**src/rtl/att_pkg.sv**
```systemverilog
package att_pkg;

	localparam int OFFSET_BITS = 16;
	localparam int FIELD_BITS = 16;
	localparam int KIND_BITS = 6;
	localparam int MAX_KW_LEN = 12;
	localparam int NUM_KW = 38;
	localparam int MAX_TOK = 3;
	localparam int BUF_IDX_BITS = $clog2(MAX_KW_LEN);

	localparam logic [OFFSET_BITS-1:0] POS_MAX = {OFFSET_BITS{1'b1}};
	localparam logic [FIELD_BITS-1:0] FIELD_MAX = {FIELD_BITS{1'b1}};

	localparam logic [KIND_BITS-1:0] K_EQ = 6'd28;
	localparam logic [KIND_BITS-1:0] K_NEQ = 6'd29;
	localparam logic [KIND_BITS-1:0] K_ID = 6'd38;
	localparam logic [KIND_BITS-1:0] K_LABEL = 6'd39;
	localparam logic [KIND_BITS-1:0] K_NUMBER = 6'd40;
	localparam logic [KIND_BITS-1:0] K_STRING = 6'd41;
	localparam logic [KIND_BITS-1:0] K_ERROR = 6'd42;
	localparam logic [KIND_BITS-1:0] K_EOF = 6'd43;

	localparam logic [1:0] E_NONE = 2'd0;
	localparam logic [1:0] E_CHAR = 2'd1;
	localparam logic [1:0] E_OPER = 2'd2;
	localparam logic [1:0] E_STRING = 2'd3;

	typedef enum logic [2:0] {
		M_IDLE,
		M_COMMENT,
		M_WORD,
		M_INT,
		M_DOT,
		M_FRAC,
		M_SIGIL,
		M_STRING
	} mode_t;

	typedef struct packed {
		logic [KIND_BITS-1:0] kind;
		logic [OFFSET_BITS-1:0] offset;
		logic [FIELD_BITS-1:0] length;
		logic [FIELD_BITS-1:0] line;
		logic [1:0] code;
	} tok_t;

	typedef logic [7:0] byte_t;

	// keyword text right aligned: first character in the highest used byte
	function automatic logic [8*MAX_KW_LEN-1:0] kw_text(input int k);
		logic [8*MAX_KW_LEN-1:0] t;
		t = '0;
		unique case (k)
			0: t = "true";
			1: t = "false";
			2: t = "nil";
			3: t = "push";
			4: t = "pop";
			5: t = "add";
			6: t = "sub";
			7: t = "mul";
			8: t = "div";
			9: t = "negate";
			10: t = "defglobal";
			11: t = "setglobal";
			12: t = "getglobal";
			13: t = "setlocal";
			14: t = "deflocal";
			15: t = "getlocal";
			16: t = "newscope";
			17: t = "endscope";
			18: t = "jump";
			19: t = "jump_if";
			20: t = {"back_", "jump"};
			21: t = {"back_", "jump_if"};
			22: t = "goto";
			23: t = "goto_if";
			24: t = "not";
			25: t = "and";
			26: t = "or";
			27: t = "xor";
			28: t = "eq";
			29: t = "neq";
			30: t = "gt";
			31: t = "lt";
			32: t = "gteq";
			33: t = "lteq";
			34: t = "concat";
			35: t = "print";
			36: t = "return";
			37: t = "exit";
			default: t = '0;
		endcase
		return t;
	endfunction

	function automatic int kw_len(input int k);
		int n;
		n = 0;
		for (int i = 0; i < MAX_KW_LEN; i++) begin
			if (kw_text(k)[8*i +: 8] != 8'd0) n = i + 1;
		end
		return n;
	endfunction

	function automatic logic is_digit(input byte_t c);
		return c >= "0" && c <= "9";
	endfunction

	function automatic logic is_word(input byte_t c);
		return (c >= "a" && c <= "z") || (c >= "A" && c <= "Z") || c == "_" || is_digit(c);
	endfunction

endpackage

```
**src/rtl/att_outq.sv**
```systemverilog
module att_outq (
	input  logic                   clk,
	input  logic                   arst_n,
	input  logic                   load,
	input  att_pkg::tok_t          tok [att_pkg::MAX_TOK],
	input  logic [1:0]             tok_cnt,
	output logic                   free,
	output logic                   m_tvalid,
	input  logic                   m_tready,
	output logic [55:0]            m_tdata,
	output logic [5:0]             m_tuser,
	output logic                   m_tlast
);

	att_pkg::tok_t tok_q [att_pkg::MAX_TOK];
	logic [1:0] cnt_q, idx_q;
	att_pkg::tok_t cur;

	assign m_tvalid = idx_q < cnt_q;
	assign free = (idx_q == cnt_q) || (m_tready && (idx_q + 2'd1 == cnt_q));
	assign cur = tok_q[idx_q];
	assign m_tuser = cur.kind;
	assign m_tdata = {6'd0, cur.code, cur.line, cur.length, cur.offset};
	assign m_tlast = (idx_q + 2'd1 == cnt_q);

	always_ff @(posedge clk or negedge arst_n) begin
		if (!arst_n) begin
			cnt_q <= '0;
			idx_q <= '0;
		end else if (load) begin
			cnt_q <= tok_cnt;
			idx_q <= '0;
		end else if (m_tvalid && m_tready) begin
			idx_q <= idx_q + 2'd1;
		end
	end

	always_ff @(posedge clk) begin
		if (load) tok_q <= tok;
	end

endmodule

```
**config.mk**
```make
export PLATFORM = sky130hd
export DESIGN_NAME = att_outq
export DESIGN_NICKNAME = d
export VERILOG_FILES = /design/src/rtl/att_pkg.sv /design/src/rtl/att_outq.sv
export SDC_FILE = /design/constraint.sdc
export NUM_CORES = 1
export LEC_CHECK = 0
export BUFFER_PORTS_ARGS = -buffer_cell sky130_fd_sc_hd__buf_2
export CORE_MARGIN = 5
export CORE_UTILIZATION = 55
export CTS_BUF_LIST = sky130_fd_sc_hd__clkbuf_8
export CTS_CLUSTER_SIZE = 16
export DETAILED_ROUTE_END_ITERATION = 12
export PLACE_DENSITY = 0.95
export SETUP_SLACK_MARGIN = 0.2
export SLEW_MARGIN = 20
export SYNTH_ARGS = -nofsm -noshare
export SYNTH_HDL_FRONTEND = slang
export SYNTH_SLANG_ARGS = --single-unit
```
**constraint.sdc**
```tcl
create_clock -name clk -period 3.5 [get_ports clk]
set_input_delay 0.525 -clock clk [delete_from_list [all_inputs] [get_ports clk]]
set_output_delay 0.525 -clock clk [all_outputs]
set_load 0.01 [all_outputs]
```
# After elaboration in Yosys (flattened, before gate mapping)
# Index checks and enable logic that the tools add are counted.
# totals
ff_bits	172
inputBits	174
output_inout_bits	65
word_cells	32
# classes
add_sub_neg	1
order_cmp	2
n_eq_ne	2
mux	5
bitwise	1
n_reduce_logical	4
# op_table
op	count
$bmux 56 s2	1
$mux 56	2
$eq 2x2->1	2
$mux 2	2
$ge 3x3->1 const B	1
$not 2->3	1
$add 2x1->2 const B	1
$logic_and 1x1->1	2
$lt 2x2->1	1
$reduce_bool 2->1	1
$logic_or 1x1->1	1

# Depth between registers and ports, before layout
# logic_depth
ltp_word	4
depth_mapped	6
depth_no_buf	5

# Worst setup path before layout
# No wires, ideal clock.
# synth_path
path_kind	register -> output
startpoint	register idx_q[0]
endpoint	output free
arrival_time_ns	1.250
setup_slack_ns	1.725
path_stages_with_launch	5
path_cell_list	dfrtp_1 -> buf_6 -> inv_2 -> ha_1 -> o31ai_1
# synth_between
elab_chain_len	4
elab_cells_between_ends	5
classes_between	1 x add/sub; 2 x eq/ne; 2 x reduce/logical
# synth_rtl
element	line_no	text
start: declaration	att_outq.sv:16	logic [1:0] cnt_q, idx_q;
start signal: assignment	att_outq.sv:34	idx_q <= idx_q + 2'd1;
$add 2x1->2	att_outq.sv:20	assign free = (idx_q == cnt_q) || (m_tready && (idx_q + 2'd1 == cnt_q));
$eq 2x2->1	att_outq.sv:20	
$logic_and 1x1->1	att_outq.sv:20	
$logic_or 1x1->1 *	att_outq.sv:20	
end: declaration	att_outq.sv:7	output logic free,
# Every way passes the cells marked *; elsewhere a longest branch is shown, timed or not.

# Worst setup path after layout
# layout_path
startpoint	register idx_q[1]
endpoint	output m_tuser[2]
# layout_between
elab_chain_len	4
# layout_rtl
element	line_no	text
$not 2->3 (implied by the code)	att_outq.sv:21	assign cur = tok_q[idx_q];
$bmux 56 s2	att_outq.sv:21	
$mux 56 (implied by the code) (2 in series)	att_outq.sv:21	
end: declaration	att_outq.sv:11	output logic [5:0] m_tuser,
# Every way passes these cells. The select of a mux whose other input is x is not followed.

==> metrics.csv <==
stage,metric,value,unit
final_layout,filler cell count,787,
synthesis,Yosys cell types,28,
timing,"Hold Violations, Final",0,
drt,met2 wire len,7330,um
synthesis,proportion of register bits with asynchronous set or reset after synthesis,0.0233,
drt,post-DR wirelength/cell,18.0,um
synthesis,"Top FF cell, synth",sky130_fd_sc_hd__edfxtp_1,
synthesis,Yosys top cell area share,0.766,
synthesis,total of warnings raised by yosys,0,
cts,clock latency on the worst-skew pair,0.44,ns
placed_design,Post-Place Setup Slack,1.06,ns
critical_path,worst setup path class,reg -> out,
floorplan,Starting Density,0.555,
placed_design,routability congestion estimate from global placement,0.800,
timing,Setup TNS,0,ns
placed_design,Final HPWL DP,10100,um
final_layout,number of non-filler instances in the completed layout,788,
power_and_ir_drop,power share of the sequential group,0.575,
global_route,number of antenna violations at the first check in global routing,0,
power_and_ir_drop,combinational share of power,0.134,
power_and_ir_drop,switching power,1.06,mW
cts,CTS tree,done,
power_and_ir_drop,peak ir drop on the vdd network,0.000364,V
global_route,final global-route overflow total,0,
timing,final setup fails,0,
floorplan,row count,40,
timing,"Period Utilization, post-route",0.844,
timing,peak clock frequency supported by timing,339,MHz
power_and_ir_drop,share of total power consumed by net switching,0.242,
critical_path,category of the worst setup path capture point,primary output,
drt,wire length after detailed routing,14200,um
drt,length of the first detailed-routing pass in iterations,4,
drt,met3 WL,1130,um
final_layout,fraction of the core area covered by cells at the end of the flow,0.691,
synthesis,most frequent cells after synthesis,"sky130_fd_sc_hd__edfxtp_1 (168), sky130_fd_sc_hd__nand2_1 (58), sky130_fd_sc_hd__o21ai_1 (57), sky130_fd_sc_hd__mux2i_1 (56), sky130_fd_sc_hd__buf_4 (10)",
synthesis,Post-synth EDFFs,168,
floorplan,I/O pins,239,
synthesis,dominant cell by count in the synthesized netlist,sky130_fd_sc_hd__edfxtp_1,
critical_path,critical path data arrival time,2.43,ns
floorplan,Core Region,11900,um2
synthesis,area of the mapped netlist,6590,um2
final_layout,Synth-to-Final Area Change,24.3,%
drt,met1 layer wirelength in the final routing,5290,um
cts,CTS HTree Levels,4,
cts,number of clock sinks seen by CTS,172,
global_route,number of global-route vias before repair,4321,
synthesis,flop and latch count out of synthesis,172,
global_route,Tot GR Track Use,0.198,
synthesis,top post-synthesis cells by area,"sky130_fd_sc_hd__edfxtp_1 (77%), sky130_fd_sc_hd__mux2i_1 (8.5%), sky130_fd_sc_hd__o21ai_1 (4.3%), sky130_fd_sc_hd__nand2_1 (3.3%), sky130_fd_sc_hd__dfrtp_1 (1.5%)",
placed_design,number of cells in the design after placement,756,
power_and_ir_drop,Clk pwr share,0.291,
global_route,wire length of the first global-routing pass,21300,um
cts,number of buffers created by CTS,17,
timing,clock period minus worst slack,2.95,ns
power_and_ir_drop,P_leak,3.19,nW
cts,clk slew on worst S/H paths,0.08,ns
power_and_ir_drop,power density over cell area,534,nW/um2
timing,worst relative slew slack,0.514,
cts,cts repair resizes,0,
floorplan,Die Height,119,um
final_layout,final non-filler cell area,8190,um2
timing,RSZ-0062 raised after global routing,false,
global_route,pin count of the biggest net entering global routing,74,
timing,final critical-path setup slack,0.546,ns
critical_path,"Max FO, Critical Path",40,
timing,clock skew after layout,0.000188,ns
drt,Highest Signal Layer,met4,
timing,Worst-Margin Slew,0.729,ns
power_and_ir_drop,total power consumption of the routed design,4.38,mW
min_path,worst hold-check path type,in -> reg,
synthesis,cell accounting for the most synthesized area,sky130_fd_sc_hd__edfxtp_1,
drt,routed vias,4127,
cts,buffer cell driving the clock tree root,sky130_fd_sc_hd__clkbuf_8,
timing,"Slew Viols, Final",0,
drt,DR iter-0 viols,350,
placed_design,instance area after placement,7810,um2
job,number of max-cap violations,0,
floorplan,area of the die,14300,um2
cts,maximum root-to-sink buffer count,2,
final_layout,Ant. Diodes,0,
critical_path,element type at the critical path start,register,
critical_path,data required time at the worst endpoint,2.97,ns
final_layout,post-layout net count,805,
power_and_ir_drop,internal power of the cells,3.32,mW
outcome,run status,completed,
timing,worst hold-check slack,0.249,ns
placed_design,count of buffers inserted at the top-level ports,232,
drt,via/cell ratio,5.24,
drt,DRT antenna net count,0,
floorplan,chip width,119,um
synthesis,synthesized instance count,390,
drt,number of DRC violations after detailed routing,0,
synthesis,share of synthesized area occupied by flip-flops and latches,0.781,
final_layout,share of cells above drive strength 1,0.426,
synthesis,post-synthesis average cell area,16.9,um2
## routing by layer
layer	global-route usage	vias to the layer above
li1	-	1924
met1	0.221	1951
met2	0.340	215
met3	0.0689	37
met4	0.0959	0
met5	0	-
## area by class of cell
class	count	area (um2)	area share
Inverter	3	11.3	0.00137
Clock inverter	14	133	0.0162
Multi-Input combinational cell	195	1240	0.151
Sequential cell	172	5150	0.629
Tap cell	147	184	0.0225
Timing Repair Buffer	240	1240	0.152
Clock buffer	17	234	0.0286
## registers in the layout, indices dropped and copies added (netlist names)
register and cells:
tok_q 168, cnt_q 2, idx_q 2
## power groups by stage
stage                     Combinational, mW  Sequential [mW]  Clock, mW
after detailed placement              0.593             2.56          0
after global placement                0.573             2.55          0
final                                 0.587             2.52       1.27
after floorplan                       0.325             2.52          0
after CTS                             0.596             2.52       1.31
after global routing                  0.642             2.53       1.42
## critical path, stage by stage (launching register included)
cell                      delay [ns]
sky130_fd_sc_hd__dfrtp_4        0.89
sky130_fd_sc_hd__buf_4          0.48
sky130_fd_sc_hd__mux2i_1        0.29
sky130_fd_sc_hd__o21ai_1        0.11
sky130_fd_sc_hd__buf_2          0.16
## what timing repair did
action                    CTS  global route
hold buffers                1             0
setup buffers               0             0
hold endpoints to repair    4             0
## path summary, 6_finish.rpt
path | from | slack, ns | endpoint | cells after the start
setup / recovery | idx_q[1] | 0.55 | m_tuser[2] | 4
hold / removal | tok[93] | 0.25 | tok_q[93] | 1
setup reg to reg | idx_q[1] | 1.39 | idx_q[1] | 4
hold reg to reg | cnt_q[0] | 0.51 | cnt_q[0] | 1
max in group asynchronous | arst_n | 2.91 | idx_q[1] | 2
min in group asynchronous | arst_n | 0.44 | idx_q[1] | 2
## cell usage in the layout, fill, tap and decap left out, types with 3 or more instances in the layout
master                       Yosys  routed
sky130_fd_sc_hd__edfxtp_1      168     168
sky130_fd_sc_hd__nand2_1        58      58
sky130_fd_sc_hd__inv_1           2       4
sky130_fd_sc_hd__mux2i_1        56      56
sky130_fd_sc_hd__nor2_1          3       3
sky130_fd_sc_hd__buf_2           5     231
sky130_fd_sc_hd__conb_1          1       6
sky130_fd_sc_hd__clkinvlp_4      0       4
sky130_fd_sc_hd__o21ai_1        57      57
sky130_fd_sc_hd__buf_4          10       6
sky130_fd_sc_hd__clkbuf_8        0      17
## cells by family (layout without fill, tap and decap cells)
kind of cell | after synthesis | in the layout | share of synthesized area
xor gates and xnor gates | 2 | 2 | 0.00380
muxes | 58 | 58 | 0.0885
and+or+nand+nor | 67 | 67 | 0.0414
DFF | 172 | 172 | 0.781
adders and majority gates | 2 | 2 | 0.00380
AOI/OAI and AO/OA | 60 | 60 | 0.0460
other | 1 | 6 | 0.000569
buffers and inverters | 28 | 274 | 0.0349
No activity file was read; power rests on OpenSTA's default activity.
